[src/rtl/lmm_pkg.sv]
// shared types, codes and constants of the led mode sequencer
`default_nettype none

package lmm_pkg;

    localparam int PATTERN_DEPTH_DEF = 64;

    localparam int CFG_IDX_W  = 3;
    localparam int CFG_DATA_W = 16;

    // register indexes
    localparam logic [CFG_IDX_W-1:0] REG_MODE     = 3'd0;
    localparam logic [CFG_IDX_W-1:0] REG_BASE_ON  = 3'd1;
    localparam logic [CFG_IDX_W-1:0] REG_BLINK_MS = 3'd2;
    localparam logic [CFG_IDX_W-1:0] REG_DOT_MS   = 3'd3;
    localparam logic [CFG_IDX_W-1:0] REG_RED      = 3'd4;
    localparam logic [CFG_IDX_W-1:0] REG_GREEN    = 3'd5;
    localparam logic [CFG_IDX_W-1:0] REG_BLUE     = 3'd6;

    // mode codes
    localparam logic [1:0] MODE_LIGHT = 2'd0;
    localparam logic [1:0] MODE_BLINK = 2'd1;
    localparam logic [1:0] MODE_MORSE = 2'd2;

    // item kinds
    localparam logic [1:0] KIND_TICK   = 2'd0;
    localparam logic [1:0] KIND_APPEND = 2'd1;
    localparam logic [1:0] KIND_START  = 2'd2;
    localparam logic [1:0] KIND_CLEAR  = 2'd3;

    // symbol codes, anything above is unknown
    localparam logic [2:0] SYM_DOT    = 3'd0;
    localparam logic [2:0] SYM_DASH   = 3'd1;
    localparam logic [2:0] SYM_LETTER = 3'd2;
    localparam logic [2:0] SYM_WORD   = 3'd3;

    // reset values of the registers
    localparam logic [15:0] BLINK_MS_RST = 16'd500;
    localparam logic [9:0]  DOT_MS_RST   = 10'd100;
    localparam logic [7:0]  COLOR_RST    = 8'd25;

    typedef struct packed {
        logic [1:0] kind;
        logic [2:0] symbol;
    } t_in_item;

    typedef struct packed {
        logic       led_on;
        logic [7:0] out_red;
        logic [7:0] out_green;
        logic [7:0] out_blue;
        logic       busy_res;
        logic       finished;
        logic       bad_symbol;
    } t_out_item;

    function automatic logic is_mark(input logic [2:0] sym);
        return (sym == SYM_DOT) || (sym == SYM_DASH);
    endfunction

endpackage

`default_nettype wire

[src/rtl/lmm_ram.sv]
// generic single write, single read ram with registered read and write forwarding
`default_nettype none

module lmm_ram #(
    parameter int WIDTH = 3,
    parameter int DEPTH = 64,
    parameter int AW    = (DEPTH > 1) ? $clog2(DEPTH) : 1
) (
    input  wire logic             i_clk,
    input  wire logic             i_we,
    input  wire logic [AW-1:0]    i_waddr,
    input  wire logic [WIDTH-1:0] i_wdata,
    input  wire logic [AW-1:0]    i_raddr,
    output logic      [WIDTH-1:0] o_rdata
);

    logic [WIDTH-1:0] r_mem [DEPTH];
    logic [WIDTH-1:0] r_rdata;

    always_ff @(posedge i_clk) begin
        if (i_we) begin
            r_mem[i_waddr] <= i_wdata;
        end
        if (i_we && (i_waddr == i_raddr)) begin
            r_rdata <= i_wdata;
        end else begin
            r_rdata <= r_mem[i_raddr];
        end
    end

    assign o_rdata = r_rdata;

endmodule

`default_nettype wire

[src/rtl/led_mode_morse_blink_sequencer.sv]
// led mode sequencer: steady light, blink and morse playback driven by tick items
//
// usage: items arrive on the input channel (i_in_valid / o_in_ready, payload
// i_in_data) as ticks of one millisecond, symbol appends, mode starts or
// pattern clears. every transfer produces exactly one result on the output
// channel (o_out_valid / i_out_ready, payload o_out_data) with the led level,
// the colour driven, the busy flag and the finished / bad symbol flags.
// the result is in the output register on the cycle after the input transfer.
// throughput is one item per cycle; the state update and the pattern ram read
// for the next step both complete in that cycle. the pattern ram is read one
// item ahead at the next play index, so a step always sees its own symbol and
// the mark flag of its successor without a wait. configuration is written
// through i_cfg_we / i_cfg_idx / i_cfg_data; the user must write it only while
// the block is idle, which the block does not enforce. reset restores the
// register defaults, empties the pattern and stops both sequences; no clearing
// pass is needed. when the receiver stalls the result stays in the output
// register and o_in_ready drops until it is taken; a new item is taken in the
// same cycle as the waiting result is transferred.
`default_nettype none

module led_mode_morse_blink_sequencer #(
    parameter int PATTERN_DEPTH = lmm_pkg::PATTERN_DEPTH_DEF
) (
    input  wire logic                             i_clk,
    input  wire logic                             i_rst_n,
    input  wire logic                             i_in_valid,
    output logic                                  o_in_ready,
    input  wire lmm_pkg::t_in_item                i_in_data,
    output logic                                  o_out_valid,
    input  wire logic                             i_out_ready,
    output lmm_pkg::t_out_item                    o_out_data,
    input  wire logic                             i_cfg_we,
    input  wire logic [lmm_pkg::CFG_IDX_W-1:0]    i_cfg_idx,
    input  wire logic [lmm_pkg::CFG_DATA_W-1:0]   i_cfg_data
);

    import lmm_pkg::*;

    localparam int PW = $clog2(PATTERN_DEPTH + 1);
    localparam int AW = (PATTERN_DEPTH > 1) ? $clog2(PATTERN_DEPTH) : 1;

    // configuration
    logic [1:0]  r_mode;
    logic        r_base_on;
    logic [15:0] r_blink_ms;
    logic [9:0]  r_dot_ms;
    logic [7:0]  r_red;
    logic [7:0]  r_green;
    logic [7:0]  r_blue;

    // sequencer state
    logic          r_lit;
    logic [PW-1:0] r_pat_len;
    logic [PW-1:0] r_play_idx;
    logic          r_gap;
    logic          r_morse_run;
    logic [12:0]   r_rem_ms;
    logic [15:0]   r_blink_cnt;
    logic          r_blink_run;

    logic          r_out_valid;
    t_out_item     r_out_data;

    logic          n_lit;
    logic [PW-1:0] n_pat_len;
    logic [PW-1:0] n_play_idx;
    logic          n_gap;
    logic          n_morse_run;
    logic [12:0]   n_rem_ms;
    logic [15:0]   n_blink_cnt;
    logic          n_blink_run;
    t_out_item     n_out_data;

    logic          accept;
    logic          do_step;
    logic          fin;
    logic          bad;
    logic          gap_eff;
    logic          sym_we;
    logic          mark_we;
    logic [2:0]    cur_sym;
    logic          next_mark;
    logic [PW-1:0] pat_len_m1;
    logic [PW:0]   idx_inc;
    logic [15:0]   blink_per;
    logic [16:0]   cnt_inc;
    logic [12:0]   unit_1;
    logic [12:0]   unit_3;
    logic [12:0]   unit_7;

    assign accept     = i_in_valid && o_in_ready;
    assign o_in_ready = !r_out_valid || i_out_ready;

    assign pat_len_m1 = r_pat_len - PW'(1);
    assign idx_inc    = {1'b0, r_play_idx} + (PW+1)'(1);
    assign blink_per  = (r_blink_ms == '0) ? 16'd1 : r_blink_ms;
    assign cnt_inc    = {1'b0, r_blink_cnt} + 17'd1;
    assign unit_1     = {3'b000, ((r_dot_ms == '0) ? 10'd1 : r_dot_ms)};
    assign unit_3     = (unit_1 << 1) + unit_1;
    assign unit_7     = (unit_1 << 3) - unit_1;

    // symbol at each index, and whether the symbol after it is a dot or dash
    lmm_ram #(
        .WIDTH (3),
        .DEPTH (PATTERN_DEPTH)
    ) u_sym_ram (
        .i_clk   (i_clk),
        .i_we    (sym_we),
        .i_waddr (r_pat_len[AW-1:0]),
        .i_wdata (i_in_data.symbol),
        .i_raddr (n_play_idx[AW-1:0]),
        .o_rdata (cur_sym)
    );

    lmm_ram #(
        .WIDTH (1),
        .DEPTH (PATTERN_DEPTH)
    ) u_mark_ram (
        .i_clk   (i_clk),
        .i_we    (mark_we),
        .i_waddr (pat_len_m1[AW-1:0]),
        .i_wdata (is_mark(i_in_data.symbol)),
        .i_raddr (n_play_idx[AW-1:0]),
        .o_rdata (next_mark)
    );

    always_comb begin
        n_lit       = r_lit;
        n_pat_len   = r_pat_len;
        n_play_idx  = r_play_idx;
        n_gap       = r_gap;
        n_morse_run = r_morse_run;
        n_rem_ms    = r_rem_ms;
        n_blink_cnt = r_blink_cnt;
        n_blink_run = r_blink_run;
        do_step     = 1'b0;
        fin         = 1'b0;
        bad         = 1'b0;
        sym_we      = 1'b0;
        mark_we     = 1'b0;
        gap_eff     = (r_play_idx == '0) ? 1'b0 : r_gap;

        if (accept) begin
            unique case (i_in_data.kind)
                KIND_TICK: begin
                    if (r_blink_run) begin
                        if (cnt_inc >= {1'b0, blink_per}) begin
                            n_lit       = ~r_lit;
                            n_blink_cnt = '0;
                        end else begin
                            n_blink_cnt = cnt_inc[15:0];
                        end
                    end
                    if (r_morse_run) begin
                        if (r_rem_ms > 13'd1) begin
                            n_rem_ms = r_rem_ms - 13'd1;
                        end else begin
                            n_rem_ms = '0;
                            do_step  = 1'b1;
                        end
                    end
                end
                KIND_APPEND: begin
                    if (r_pat_len < PW'(PATTERN_DEPTH)) begin
                        sym_we    = 1'b1;
                        mark_we   = (r_pat_len != '0);
                        n_pat_len = r_pat_len + PW'(1);
                    end
                end
                KIND_START: begin
                    n_blink_run = 1'b0;
                    n_morse_run = 1'b0;
                    unique case (r_mode)
                        MODE_LIGHT: n_lit = r_base_on;
                        MODE_BLINK: begin
                            n_blink_run = 1'b1;
                            n_blink_cnt = '0;
                        end
                        MODE_MORSE: begin
                            n_morse_run = 1'b1;
                            n_rem_ms    = '0;
                            do_step     = 1'b1;
                        end
                        default: ;
                    endcase
                end
                KIND_CLEAR: n_pat_len = '0;
                default: ;
            endcase
        end

        // one morse step
        if (do_step) begin
            n_gap = gap_eff;
            if (r_play_idx >= r_pat_len) begin
                n_lit       = 1'b0;
                n_play_idx  = '0;
                n_morse_run = 1'b0;
                fin         = 1'b1;
            end else if (gap_eff) begin
                n_lit    = 1'b0;
                n_rem_ms = unit_1;
                n_gap    = 1'b0;
            end else begin
                unique case (cur_sym)
                    SYM_DOT: begin
                        n_lit    = 1'b1;
                        n_rem_ms = unit_1;
                    end
                    SYM_DASH: begin
                        n_lit    = 1'b1;
                        n_rem_ms = unit_3;
                    end
                    SYM_LETTER: begin
                        n_lit    = 1'b0;
                        n_rem_ms = unit_3;
                    end
                    SYM_WORD: begin
                        n_lit    = 1'b0;
                        n_rem_ms = unit_7;
                    end
                    default: begin
                        n_morse_run = 1'b0;
                        bad         = 1'b1;
                    end
                endcase
                n_play_idx = idx_inc[PW-1:0];
                n_gap      = (idx_inc < {1'b0, r_pat_len}) && is_mark(cur_sym) && next_mark;
            end
        end

        n_out_data.led_on     = n_lit;
        n_out_data.out_red    = n_lit ? r_red : 8'd0;
        n_out_data.out_green  = n_lit ? r_green : 8'd0;
        n_out_data.out_blue   = n_lit ? r_blue : 8'd0;
        n_out_data.busy_res   = n_blink_run || n_morse_run;
        n_out_data.finished   = fin;
        n_out_data.bad_symbol = bad;
    end

    always_ff @(posedge i_clk) begin
        if (!i_rst_n) begin
            r_mode      <= MODE_LIGHT;
            r_base_on   <= 1'b0;
            r_blink_ms  <= BLINK_MS_RST;
            r_dot_ms    <= DOT_MS_RST;
            r_red       <= COLOR_RST;
            r_green     <= COLOR_RST;
            r_blue      <= COLOR_RST;
            r_lit       <= 1'b0;
            r_pat_len   <= '0;
            r_play_idx  <= '0;
            r_gap       <= 1'b0;
            r_morse_run <= 1'b0;
            r_rem_ms    <= '0;
            r_blink_cnt <= '0;
            r_blink_run <= 1'b0;
            r_out_valid <= 1'b0;
        end else begin
            if (i_cfg_we) begin
                unique case (i_cfg_idx)
                    REG_MODE:     r_mode     <= i_cfg_data[1:0];
                    REG_BASE_ON:  r_base_on  <= i_cfg_data[0];
                    REG_BLINK_MS: r_blink_ms <= i_cfg_data[15:0];
                    REG_DOT_MS:   r_dot_ms   <= i_cfg_data[9:0];
                    REG_RED:      r_red      <= i_cfg_data[7:0];
                    REG_GREEN:    r_green    <= i_cfg_data[7:0];
                    REG_BLUE:     r_blue     <= i_cfg_data[7:0];
                    default: ;
                endcase
            end
            r_lit       <= n_lit;
            r_pat_len   <= n_pat_len;
            r_play_idx  <= n_play_idx;
            r_gap       <= n_gap;
            r_morse_run <= n_morse_run;
            r_rem_ms    <= n_rem_ms;
            r_blink_cnt <= n_blink_cnt;
            r_blink_run <= n_blink_run;
            if (accept) begin
                r_out_valid <= 1'b1;
            end else if (i_out_ready) begin
                r_out_valid <= 1'b0;
            end
        end
    end

    // result register
    always_ff @(posedge i_clk) begin
        if (accept) begin
            r_out_data <= n_out_data;
        end
    end

    assign o_out_valid = r_out_valid;
    assign o_out_data  = r_out_data;

`ifndef SYNTHESIS
    a_one_sequence: assert property (@(posedge i_clk) disable iff (!i_rst_n)
        !(r_blink_run && r_morse_run))
        else $error("blink and morse running together");

    a_morse_timer: assert property (@(posedge i_clk) disable iff (!i_rst_n)
        r_morse_run |-> (r_rem_ms != '0))
        else $error("morse running with an expired unit timer");

    a_end_flags: assert property (@(posedge i_clk) disable iff (!i_rst_n)
        o_out_valid |-> !(o_out_data.finished && o_out_data.bad_symbol))
        else $error("finished and bad symbol on one result");

    a_finish_dark: assert property (@(posedge i_clk) disable iff (!i_rst_n)
        (o_out_valid && o_out_data.finished) |-> (!o_out_data.led_on && !o_out_data.busy_res))
        else $error("finished result with led lit or sequence busy");
`endif

endmodule

`default_nettype wire
[config.mk]
export PLATFORM = sky130hd
export DESIGN_NAME = led_mode_morse_blink_sequencer
export DESIGN_NICKNAME = d
export VERILOG_FILES = /design/src/rtl/lmm_pkg.sv /design/src/rtl/lmm_ram.sv /design/src/rtl/led_mode_morse_blink_sequencer.sv
export SDC_FILE = /design/constraint.sdc
export NUM_CORES = 1
export LEC_CHECK = 0
export CORE_MARGIN = 3
export CORE_UTILIZATION = 60
export DETAILED_ROUTE_END_ITERATION = 12
export DONT_BUFFER_PORTS = 1
export GPL_ROUTABILITY_DRIVEN = 1
export PLACE_DENSITY = 0.76
export SLEW_MARGIN = 20
export SYNTH_ARGS = -nofsm -noshare
export SYNTH_HDL_FRONTEND = slang
export SYNTH_SLANG_ARGS = --single-unit
[constraint.sdc]
create_clock -name i_clk -period 6 [get_ports i_clk]
set_clock_uncertainty 0.1 [all_clocks]
set_input_delay 1.2 -clock i_clk [delete_from_list [all_inputs] [get_ports i_clk]]
set_output_delay 1.2 -clock i_clk [all_outputs]
set_load 0.01 [all_outputs]
-- Word-level counts from Yosys, hierarchy flattened
Memory sizes are Yosys's and may differ from the RTL's. A register that Yosys moved wholly into a read port is not among the register bits.
Cells that the tools add are included.
- flip-flop bits (word level): 129
- RAM bits: 256
- input bits: 29
- output and inout bits: 30
- word-level logic and storage cells: 154
- memories: 2
- memory list (name ; depth ; width ; read ports ; clocked after Yosys merged registers in ; write ports ; line ; text):
    u_sym_ram.r_mem ; 64 ; 3 ; 1 ; 1 ; 1 ; lmm_ram.sv:17 ; logic [WIDTH-1:0] r_mem [DEPTH];
    u_mark_ram.r_mem ; 64 ; 1 ; 1 ; 1 ; 1 ; lmm_ram.sv:17 ;
- $add $sub $neg: 7
- order comparisons: 5
- equality and inequality tests: 19
- multiplexer cells: 60
- bitwise operators: 2
- reduce and logical (&&, ||, !) cells: 35
- operators by type and width (cell ; number):
    $mux W13 ; 7
    $mux W16 ; 4
    $pmux W13 S3 ; 1
    $mux W1 ; 37
    $pmux W16 S2 ; 1
    $pmux W13 S2 ; 1
    $mux W7 ; 3
    $add A16 B1 Y17 const B ; 1
    $ge A17 B16 Y1 ; 1
    $logic_not A16 Y1 ; 1
    $reduce_and A2 Y1 ; 8
    $pmux W7 S2 ; 1
    $gt A13 B1 Y1 const B ; 1
    $sub A13 B1 Y13 const B ; 1
    $sub A13 B10 Y13 ; 1
    $add A11 B10 Y12 ; 1
    $eq A3 B2 Y1 const B ; 4
    $logic_not A10 Y1 ; 1
    $mux W10 ; 1
    $eq A3 B1 Y1 const B ; 3
    $eq A3 B3 Y1 const B ; 3
    $logic_not A3 Y1 ; 3
    $add A7 B1 Y8 const B ; 1
    $lt A8 B7 Y1 ; 1
    other kinds (23) ; 41

-- Logic depth before layout (Yosys ltp)
Gate-level depths: netlist (run 1).
- word-level depth: 11
- depth in mapped cells: 16
- depth with buffers taken out: 15

-- Modules after synthesis
From an unflattened synthesis (run 1), not the netlist that was laid out.
- cell total of the unflattened synthesis: 1572
- area, all modules: 18855.6 um2
- by module, submodules not included (module ; instances ; cells each ; area an instance (um2) ; sequential area each (um2)):
    lmm_ram at u_sym_ram ; 1 ; 426 ; 7923.8 ; 5885.6
    led_mode_morse_blink_sequencer ; 1 ; 937 ; 7917.6 ; 2862.7
    lmm_ram at u_mark_ram ; 1 ; 209 ; 3014.1 ; 2042.0

-- Worst setup path before layout (run 1)
No wires, ideal clock.
- path kind: flip-flop to flip-flop
- start point: reg r_blink_cnt[2]
- end point: reg r_out_data (netlist bit o_out_data[16]), data pin
- setup time: 0.255 ns
- arrival time: 3.855 ns
- setup slack: 1.790 ns
- cell stages (with the launch flop): 17
- buffers on the path: 1
- clock period less this slack: 4.210 ns
- cell sequence: dfxtp_1 nand3_1 nor4_1 and3_1 nand3_1 nor2_1 xnor2_1 ha_1 a21bo_2 a21o_1 a2111oi_0 o31a_1 o211ai_1 a31oi_1 o31ai_4 buf_6 and2_1
- cells in the longest elaborated chain, start to end: 10
- ends and longest elaborated chain (what ; line ; text):
    start, declared ; led_mode_morse_blink_sequencer.sv:58 ; logic [15:0] r_blink_cnt;
    start signal, assigned ; led_mode_morse_blink_sequencer.sv:278 ; r_blink_cnt <= n_blink_cnt;
    $add A16 B1 Y17 * ; led_mode_morse_blink_sequencer.sv:97 ; assign cnt_inc = {1'b0, r_blink_cnt} + 17'd1;
    $ge A17 B16 Y1 * ; led_mode_morse_blink_sequencer.sv:147 ; if (cnt_inc >= {1'b0, blink_per}) begin
    $mux W1 * ; led_mode_morse_blink_sequencer.sv:147 ;
    $mux W1 * ; led_mode_morse_blink_sequencer.sv:146 ; if (r_blink_run) begin
    $pmux W1 S2 * ; led_mode_morse_blink_sequencer.sv:144 ; unique case (i_in_data.kind)
    $mux W1 * ; led_mode_morse_blink_sequencer.sv:143 ; if (accept) begin
    $pmux W1 S2 ; led_mode_morse_blink_sequencer.sv:205 ; unique case (cur_sym)
    $mux W1 ; led_mode_morse_blink_sequencer.sv:200 ; end else if (gap_eff) begin
    $mux W1 ; led_mode_morse_blink_sequencer.sv:195 ; if (r_play_idx >= r_pat_len) begin
    $mux W1 * ; led_mode_morse_blink_sequencer.sv:193 ; if (do_step) begin
    via n_lit ; led_mode_morse_blink_sequencer.sv:64 ; logic n_lit;
    end signal, assigned ; led_mode_morse_blink_sequencer.sv:291 ; r_out_data <= n_out_data;
    end, declared ; led_mode_morse_blink_sequencer.sv:62 ; t_out_item r_out_data;
The timed path passes the listed nets; every way through them passes the cells marked *.
A chain may end at the register's enable or synchronous reset.

-- Final worst setup path (run 1)
- start point: reg r_blink_cnt[2]
- end point: reg r_blink_cnt[4]
- cells in the longest elaborated chain, start to end: 5
- ends and longest elaborated chain (what ; line):
    $add A16 B1 Y17 * ; led_mode_morse_blink_sequencer.sv:97
    $ge A17 B16 Y1 ; led_mode_morse_blink_sequencer.sv:147
    $mux W16 * ; led_mode_morse_blink_sequencer.sv:147
    $mux W16 * ; led_mode_morse_blink_sequencer.sv:146
    $pmux W16 S2 * ; led_mode_morse_blink_sequencer.sv:144
Mark *: on every way between the ends. The rest lies on a longest branch, timed or not. The select of a mux whose other input is x is not followed.

==> results.md, run 1 <==
- Design area: slightly above 20000 sq um
- Fin nets: around 1700
- Final Hold Viols: 0
- Antenna-violating nets left: 0
- Core area: between 30000 and 40000 sq um
- Synth area leaders: edfxtp_1 (45%), dfxtp_1 (11%), mux4_2 (5.5%)
- RePlAce Congestion: between 0.9 and 1
- IO Port Bufs: 0
- Maximum VDD drop: 0.000245 V
- Worst reg2reg endpoint: r_blink_cnt[4]
- Die X: about 180 microns
- Final Util: 0.661
- DRC violation count after routing: 0
- Cts hold-fix bufs: 0
- Leak: around 6.8 nW
- Layout cell share with drive strength beyond 1: 0.0910
- Pin count of the biggest net entering global routing: 66
- Total gr overflow: 0
- Max cap viols: 0
- Post-synth EDFFs: about 280
- Clock latency on the worst-skew pair: about 0.56 ns
- First-pass GRT wire length: roughly 70 mm
- Count of clock tree sinks: 391
- Fin crit period: 5.12 ns
- Distinct cell type count after synthesis: between 80 and 90
- Fmax: 195 MHz
- Tot GR Track Use: 0.263
- Worst Hold Path EP: r_green[5]
- Htree depth: 2
- Top Metal Used: met4
- Wirelength, routed: 44.1 mm
- Synth Register Bits: around 400
- RR Startpoint: r_blink_cnt[2]
- Slew @ Worst Pin: between 1 and 1.5 ns
- Ys flop type: edfxtp_1
- Post-synthesis cell count: 1634
- Critical Path RT: about 6.4 ns
- CP Class: reg2reg
- Top cell type's share of synthesized area: 0.454
- CTS tree: done
- Commonest non-fill, non-tap cell in the layout: edfxtp_1
- Setup TNS: 0 ns
- Yosys warnings: 0
- N_diodes: 0
- Setup-failing EPs final: 0
- R2R cell count: 15
- Period utilization: 0.853
- Post-DP HPWL: 29.6 mm
- Relative slew margins: 0.219
- Routed wire per std cell: 21.5 microns
- Crit-path most repeated cell: nor2_1
- DP Area: 19000 sq um
- DR vias: between 10000 and 15000
- Register area: about 11000 sq um
- Hold crit path type: reg2reg
- Async SR Flop Fraction: 0
- Vias in the first global route: 12700
- Non-filler instance count after layout: ~2100
- Delay of the slowest critical-path stage: ~0.66 ns
- TritonRoute pass-1 iters: 5
- Status: completed
- CP max-delay cell: nor4_1
- Clock transition at path regs: roughly 0.06 ns
- Synthesized area: between 15000 and 20000 sq um
- Hold path depth: 2
- Average size of a mapped cell: 11.5 sq um
- CP Capture Type: register
- Multi-input logic area: roughly 7500 sq um
- Commonest cells after routing, fill and taps aside: edfxtp_1 (284), nor2_1 (212), nand2_1 (184)
- FP Rows: 64
- Starting Density: 0.611
- Root buffer cell: clkbuf_16
- Hold WS: between 0.3 and 0.4 ns
- Reg2reg setup slack: roughly 0.88 ns
- Post-Synthesis Net Count: between 1500 and 2000
- PD cells: approximately 270 nW/um^2
- Hold_sp: r_green[5]
- Crit path DAT: 5.49 ns
- Worst-path fanout max: 10
- Crit path buf inv count: 0
- Initial antenna violation count: 0
- Clock Path Buffers: 3
- Io pins: 59
- RSZ-0062 raised after global routing: false
- Layout fillers: between 2000 and 2500
- Crit-path cells: nand3_1 -> nor4_1 -> and3_1 -> nand3_1 -> nor2_1 -> xnor2_1 -> ha_1 -> a21bo_2 -> a21o_1 -> a2111oi_0 -> o31a_1 -> o211ai_1 -> nor2_1 -> a22oi_1 -> nor2_1
- Cell Count Post-Placement: roughly 2000
- WL met1: 18.1 mm
- Met2 WL post-DR: roughly 21 mm
- Crit path max-delay family: simple AND/OR/NAND/NOR gates
- Die area: 33500 sq um
- # resized after CTS: 0
- Post-CTS Setup Bufs: 0
- Yosys top cell by area: edfxtp_1
- Pins Over Slew Limit: 0
- Crit start category: register
- Register area share after synthesis: 0.568
- 1st-iter DRT viols: about 1200
- Area grow syn2layout: 8.24%
- Die Y: 183 microns
- Vias/cell: 6.35
- Met3 WL post-DR: 3.77 mm
- Num CTS Buffers: 41
[tightest hold or removal path: stages (launching register included)]
cell and delay (ns):
dfxtp_1 0.30, nand2_1 0.05, a21oi_1 0.05
[metal layers]
| layer | global-route usage | up-vias |
|---|---|---|
| met5 | 0 | - |
| met4 | 0.0740 | 0 |
| met3 | 0.0460 | 97 |
| met2 | 0.428 | 618 |
| met1 | 0.371 | 6338 |
| li1 | - | 5998 |
[report_power, final]
part | switching [mW] | internal (mW)
registers | 0.0188 | 2.91
clock network | 1.05 | 1.38
logic | 0.103 | 0.0478
[kinds of logic after synthesis]
family	share of synthesized area
AND/OR/NAND/NOR	0.151
flip-flops	0.568
AO/OA/AOI/OAI	0.103
buffers and inverters	0.0307
multiplexers	0.0859
adder cells (fa/ha/maj)	0.0410
XOR/XNOR	0.0201
[Yosys cell counts, types with 4 or more instances]
cell type,n
edfxtp_1,284
nor2_1,213
nand2_1,184
dfxtp_1,107
a21oi_1,91
nand3_1,65
ha_1,60
inv_1,58
mux2i_1,54
o21ai_0,50
mux4_2,46
and2_1,36
clkbuf_1,36
xnor2_1,28
nor3_1,27
a22oi_1,24
a31oi_1,16
o211ai_1,16
xor2_1,15
and3_1,14
o21a_1,14
nor2b_1,13
nand2b_1,11
nand4_1,10
a21o_1,9
buf_2,9
or3_1,9
a211oi_1,7
a22o_1,7
nor4_1,7
buf_4,6
buf_6,6
a32oi_1,5
o21ai_1,5
a221oi_1,4
buf_1,4
nand3b_1,4
o21bai_1,4
o22ai_1,4
or2_2,4
[stage by stage]
| stage | setup WS, ns | power, mW |
|---|---|---|
| 4_1_cts | 0.947 | 5.54 |
| 5_1_grt | 0.285 | 5.68 |
| 3_3_place_gp | 1.15 | 3.14 |
| 3_5_place_dp | 0.992 | 3.14 |
| 2_1_floorplan | 1.79 | 3.10 |
| 6_report | 0.883 | 5.51 |
[worst max path at each step]
stage                     cells past startpoint  slack, ns              to      startpoint
after floorplan                              16       1.79  o_out_data[16]  r_blink_cnt[2]
after CTS                                    15       0.95  r_blink_cnt[4]  r_blink_cnt[2]
after global routing                         15       0.29  r_blink_cnt[5]  r_blink_cnt[2]
after global placement                       15       1.15  r_blink_cnt[5]  r_blink_cnt[2]
final                                        15       0.88  r_blink_cnt[4]  r_blink_cnt[2]
after detailed placement                     15       0.99  r_blink_cnt[4]  r_blink_cnt[2]
[area by class of cell]
| class | count | share of cell area |
|---|---|---|
| flip-flops and latches | 391 | 0.525 |
| multi-input cells | 1119 | 0.371 |
| clock buffers | 51 | 0.0528 |
| well taps | 396 | 0.0244 |
| inverters | 61 | 0.0113 |
| clock inverters | 25 | 0.0111 |
| repair buffers | 12 | 0.00443 |
[state kept, by name (all words and copies together), names as in the netlist, named ones only]
signal and cells:
u_sym_ram.r_mem 192, u_mark_ram.r_mem 64, o_out_data 28, r_blink_cnt 16, r_blink_ms 16, r_rem_ms 13
r_dot_ms 10, r_blue 8, r_green 8, r_red 8, r_pat_len 7, r_play_idx 7
r_mode 2, o_out_valid 1, r_base_on 1, r_blink_run 1, r_gap 1, r_lit 1
r_morse_run 1
Note: power is estimated with default switching activity, not from simulation.
==> inputs of run 2 (changes only) <==
==> constraint.sdc (replaced) <==
create_clock -name i_clk -period 6.6 [get_ports i_clk]
set_clock_uncertainty 0.1 [all_clocks]
set_input_delay 1.32 -clock i_clk [delete_from_list [all_inputs] [get_ports i_clk]]
set_output_delay 1.32 -clock i_clk [all_outputs]
set_load 0.01 [all_outputs]
==> results.md, run 2 (synthesis results as in run 1) <==
- Status: completed
- Sw Pwr: 1.07 mW (-8.7%)
- Total Power: 5.14 mW (-6.7%)
- RePlAce Congestion: 0.915 (-0.12%)
- Total gr overflow: 0 (unchanged)
- Register area: 10700 sq um (unchanged)
- Switching share of power: 0.208 (-0.00464)
- RR Startpoint: r_blink_cnt[2]
- Count of clock tree sinks: 391 (unchanged)
- Final Hold Viols: 0 (unchanged)
- Biggest register: u_sym_ram.r_mem
- DR vias: 13000 (-0.038%)
- Max reg flops: 192 (unchanged)
- Leak: 6.84 nW (+0.14%)
- Slew @ Worst Pin: 1.13 ns (-0.0418 ns)
- 1st-iter DRT viols: 1277 (+7.2%)
- Hold crit path type: reg2reg
- Initial antenna violation count: 0 (unchanged)
- Commonest non-fill, non-tap cell in the layout: edfxtp_1
- Design area: 20400 sq um (+0.23%)
- Max cap viols: 0 (unchanged)
- Io pins: 59 (unchanged)
- Fin nets: 1712 (-0.23%)
- Layout fillers: 2298 (-0.30%)
- IO Port Bufs: 0 (unchanged)
- DRC violation count after routing: 0 (unchanged)
- Hold WS: 0.353 ns (-0.000642 ns)
- Commonest cells after routing, fill and taps aside: edfxtp_1 (284), nor2_1 (212), nand2_1 (184)
- Pin count of the biggest net entering global routing: 66 (unchanged)
- Vias in the first global route: 12800 (+0.56%)
- Flop pwr share: 0.518 (-0.014)
- Pins Over Slew Limit: 0 (unchanged)
- Fmax: 195 MHz (about the same)
- Layout cell share with drive strength beyond 1: 0.0882 (-0.00280)
- CP Class: reg2reg
- Htree depth: 2 (unchanged)
- First-pass GRT wire length: 68.9 mm (-1.1%)
- Critical Path RT: 6.97 ns (+0.60 ns)
- Post-CTS Setup Bufs: 0 (unchanged)
- DP Area: 19000 sq um (-0.16%)
- CTS tree: done
- Worst-path fanout max: 10 (unchanged)
- Clock Path Buffers: 3 (unchanged)
- Crit. Startpoint: r_blink_cnt[2]
- TritonRoute pass-1 iters: 5 (unchanged)
- Area grow syn2layout: 8.49%
- Clock latency on the worst-skew pair: 0.56 ns (about the same)
- N_diodes: 0 (unchanged)
- Setup-failing EPs final: 0 (unchanged)
- Vias/cell: 6.36 (+0.16%)
- Wirelength, routed: 43.8 mm (-0.77%)
- Crit start category: register
- Maximum VDD drop: 0.000179 V (-27%)
- Post-DP HPWL: 29.2 mm (-1.4%)
- RSZ-0062 raised after global routing: false
- Fin crit period: 5.12 ns (+0.00340 ns)
- CP Capture Type: register
- Hold_sp: r_green[5]
- Die Y: 183 microns (unchanged)
- Setup TNS: 0 ns (unchanged)
- Final Util: 0.663 (+0.00150)
- Tot GR Track Use: 0.260 (-0.00315)
- Die area: 33500 sq um (unchanged)
- Num CTS Buffers: 41 (unchanged)
- PD cells: 253 nW/um^2 (-6.9%)
- Period utilization: 0.776 (-0.0770)
- Starting Density: 0.611 (unchanged)
- Antenna-violating nets left: 0 (unchanged)
- # resized after CTS: 0 (unchanged)
- Reg2reg setup slack: 1.48 ns (+0.60 ns)
- Clock share of power: 0.455 (+0.015)
- Die X: 183 microns (unchanged)
- Combinational power share: 0.027 (about the same)
- Crit path DAT: 5.49 ns (about the same)
- Routed wire per std cell: 21.4 microns (-0.58%)
- Root buffer cell: clkbuf_16
- Multi-input logic area: 7530 sq um (unchanged)
- FP Rows: 64 (unchanged)
- Int Power: 4.07 mW (-6.1%)
- Clock transition at path regs: 0.06 ns (about the same)
- Relative slew margins: 0.247 (+0.0279)
- Core area: 30700 sq um (unchanged)
- Cts hold-fix bufs: 0 (unchanged)
[run 2: cell count changes in the layout (fill, tap and decap cells not counted), moves of 2 or more]
cell / change
bufinv_16: +2
clkbuf_16: +2
clkinv_1: +2
clkinv_2: -4
buf_4: -4
[run 2: metal layers]
metal	part of all wire	track usage
met4	0.036	0.0987
met2	0.47	0.411
met5	0	0
met3	0.085	0.0450
met1	0.41	0.367
[run 2: power groups by stage]
stage / Combinational (mW) / Clock, mW / Sequential (mW)
global route: 0.152 / 2.45 / 2.67
detailed placement: 0.134 / 0 / 2.72
finish: 0.137 / 2.34 / 2.67
CTS: 0.135 / 2.36 / 2.67
global placement: 0.130 / 0 / 2.72
floorplan: 0.105 / 0 / 2.72
[run 2: worst paths after layout]
path	cells after the start	endpoint
worst max-delay path	15	r_blink_cnt[9]
worst min-delay path	2	r_green[5]
worst max register to register	15	r_blink_cnt[9]
worst min register to register	2	r_green[5]
[run 2: final cells by class]
class	instances	area share
multi-input combinational	1119	0.370
sequential	391	0.524
timing repair buffer	8	0.00295
tap	396	0.0243
clock inverter	23	0.0119
inverter	61	0.0112
clock buffer	53	0.0556
[run 2: worst max-delay path: stages, from the launching register on]
cell       delay [ns]
dfxtp_1          0.42
nand3_1          0.21
nor4_1           0.62
and3_1           0.35
nand3_1          0.20
nor2_1           0.17
xnor2_1          0.18
ha_1             0.29
a21bo_2          0.20
a21o_1           0.17
a2111oi_0        0.54
o31a_1           0.27
o211ai_1         0.32
nor2_1           0.70
nand3b_1         0.15
a21oi_1          0.17
[run 2: metrics by stage]
step | worst slack (ns) | instances
6_report | 1.48 | 2051
5_1_grt | 0.985 | 2051
4_1_cts | 1.54 | 2051
3_5_place_dp | 1.61 | 1975
3_3_place_gp | 1.75 | 1975
2_1_floorplan | 2.39 | 1634
==> inputs of run 3 (changes only) <==
--- a/config.mk
+++ b/config.mk
@@ -6,7 +6,7 @@
 export NUM_CORES = 1
 export LEC_CHECK = 0
 export CORE_MARGIN = 3
-export CORE_UTILIZATION = 60
+export CORE_UTILIZATION = 58
 export DETAILED_ROUTE_END_ITERATION = 12
 export DONT_BUFFER_PORTS = 1
 export GPL_ROUTABILITY_DRIVEN = 1
==> constraint.sdc (replaced) <==
create_clock -name i_clk -period 4.2 [get_ports i_clk]
set_clock_uncertainty 0.1 [all_clocks]
set_input_delay 0.84 -clock i_clk [delete_from_list [all_inputs] [get_ports i_clk]]
set_output_delay 0.84 -clock i_clk [all_outputs]
set_load 0.01 [all_outputs]
==> results.md, run 3 (synthesis results as in run 1) <==
- Setup TNS: 0 ns (unchanged)
- Gr busiest metal: met2
- Starting Density: 0.592 (-0.0186)
- CTS tree: done
- Commonest non-fill, non-tap cell in the layout: edfxtp_1
- Total gr overflow: 0 (unchanged)
- PD cells: 378 nW/um^2 (+50%)
- Switching share of power: 0.209 (+0.000596)
- Delay of the slowest critical-path stage: 0.35 ns (-0.35 ns)
- Setup-failing EPs final: 0 (unchanged)
- Leak: 6.95 nW (+1.6%)
- 1st-iter DRT viols: 1395 (+9.2%)
- Hold crit path type: in2reg
- Fmax: 251 MHz (+28%)
- Crit-path cells: nand3_2 -> nor4_4 -> and3_1 -> nand3_1 -> nor2_2 -> xnor2_2 -> ha_1 -> a21bo_2 -> a21o_1 -> a2111oi_2 -> buf_4 -> o31a_1 -> o211ai_1 -> a31oi_4 -> o31ai_4 -> buf_12 -> and2_1
- Met3 usage: 0.0399 (-0.00515)
- DR vias: 13200 (+1.0%)
- Tot GR Track Use: 0.259 (-0.00141)
- Biggest register: u_sym_ram.r_mem
- Maximum VDD drop: 0.000377 V (+110%)
- Antenna-violating nets left: 0 (unchanged)
- Fin crit period: 3.99 ns (-1.13 ns)
- Slew @ Worst Pin: 0.932 ns (-0.195 ns)
- Met2 Usage GRT: 0.415 (+0.00449)
- Post-DP HPWL: 30.2 mm (+3.5%)
- DP Area: 19200 sq um (+1.1%)
- Clock latency on the worst-skew pair: 0.53 ns (-0.03 ns)
- Non-filler instance count after layout: 2083 (+1.6%)
- IO Port Bufs: 0 (unchanged)
- Worst Setup Slack, final: 0.213 ns (-1.27 ns)
- Cts hold-fix bufs: 0 (unchanged)
- CP max-delay cell: dfxtp_2
- Clock Path Buffers: 3 (unchanged)
- Routed wire per std cell: 21.5 microns (+0.63%)
- RePlAce Congestion: 0.947 (+3.5%)
- Pins Over Slew Limit: 0 (unchanged)
- Vias in the first global route: 12700 (-0.74%)
- Flop pwr share: 0.540 (+0.022)
- Relative slew margins: 0.374 (+0.127)
- Die X: 186 microns (+1.7%)
- Total Power: 7.76 mW (+51%)
- Max cap viols: 0 (unchanged)
- Pin count of the biggest net entering global routing: 66 (unchanged)
- Final Hold Viols: 0 (unchanged)
- Reg2reg setup slack: 0.21 ns (-1.27 ns)
- CP Capture Type: register
- Area grow syn2layout: 9.46%
- Htree depth: 2 (unchanged)
- Clock share of power: 0.430 (-0.025)
- Final Util: 0.648 (-0.0145)
- Fin nets: 1741 (+1.7%)
- Die area: 34600 sq um (+3.3%)
- Combinational power share: 0.030 (+0.003)
- Commonest cells after routing, fill and taps aside: edfxtp_1 (284), nor2_1 (211), nand2_1 (184)
- Critical Path RT: 4.38 ns (-2.59 ns)
- Dpl ws: -0.0827 ns (-1.69 ns)
- First-pass GRT wire length: 69.9 mm (+1.4%)
- Crit path DAT: 4.16 ns (-1.33 ns)
- Die Y: 186 microns (+1.7%)
- Num CTS Buffers: 40 (-2.4%)
- Initial antenna violation count: 0 (unchanged)
- Layout cell share with drive strength beyond 1: 0.104 (+0.0159)
- Design area: 20600 sq um (+0.89%)
- Count of clock tree sinks: 391 (unchanged)
- DRC violation count after routing: 0 (unchanged)
- Hold WS: 0.287 ns (-0.0655 ns)
- RSZ-0062 raised after global routing: false
- CP Class: reg2reg
- Sw Pwr: 1.62 mW (+51%)
- Worst-path fanout max: 13 (+3)
- Root buffer cell: clkbuf_16
- Period utilization: 0.949 (+0.174)
- Crit start category: register
- N_diodes: 0 (unchanged)
- Wirelength, routed: 44.8 mm (+2.2%)
- Met1 Usage GRT: 0.371 (+0.00463)
- Cell Count Post-Placement: 2006 (+1.6%)
- TritonRoute pass-1 iters: 7 (+2)
- Vias/cell: 6.33 (-0.52%)
- Status: completed
- Core area: 31700 sq um (+3.1%)
- Max reg flops: 192 (unchanged)
- Clock transition at path regs: 0.06 ns (about the same)
- Io pins: 59 (unchanged)
- FP Rows: 65 (+1.6%)
- Int Power: 6.14 mW (+51%)
## run 3: changes by cell type in the layout (fill, tap and decap cells not counted), moves of 2 or more
cell       before  now
buf_4           8   34
clkbuf_1        8   14
buf_12          0    3
clkbuf_16      43   40
bufinv_16       4    2
clkbuf_8        2    0
clkinv_1        9    7
## run 3: final cells by class
type	instances	area [sq um]
Tap cell	402	503
Clock buffer	54	1050
Multi-Input combinational cell	1120	7610
Fill cell	2357	11200
Timing Repair Buffer	37	315
Sequential cell	391	10700
Inverter	61	229
Clock inverter	18	168
## run 3: worst paths after layout
path,startpoint,to,depth (start not counted)
max,r_blink_cnt[1],o_out_data[12],17
min,i_rst_n,r_blue[4],1
max reg2reg,r_blink_cnt[1],o_out_data[12],17
min reg2reg,r_red[7],r_red[7],2
## run 3: layer usage
metal / share of wire / routed length [microns]
met5: 0 / 0
met3: 0.073 / 3270
met2: 0.48 / 21300
met4: 0.027 / 1190
met1: 0.42 / 19000
## run 3: power groups by stage
stage	Sequential [mW]	Clock (mW)	Combinational, mW
floorplan	4.27	0	0.166
global placement	4.27	0	0.210
CTS	4.19	3.38	0.221
detailed placement	4.27	0	0.215
global route	4.19	3.53	0.253
finish	4.19	3.34	0.231
## run 3: critical path, delay by kind of cell (launching register included)
kind,cells,cell delay [ns]
AOI/OAI and AO/OA,7,1.46
xor gates and xnor gates,1,0.14
adders and majority gates,1,0.28
buffers and inverters,2,0.34
DFF,1,0.35
and+or+nand+nor,6,1.06
## run 3: what timing repair did
action / 4_1_cts / 5_1_grt
setup buffers: 0 / 4
gates cloned: 1 / 0
resized for setup: 2 / 10
pin swaps: 1 / 7
setup endpoints to repair: 25 / 29
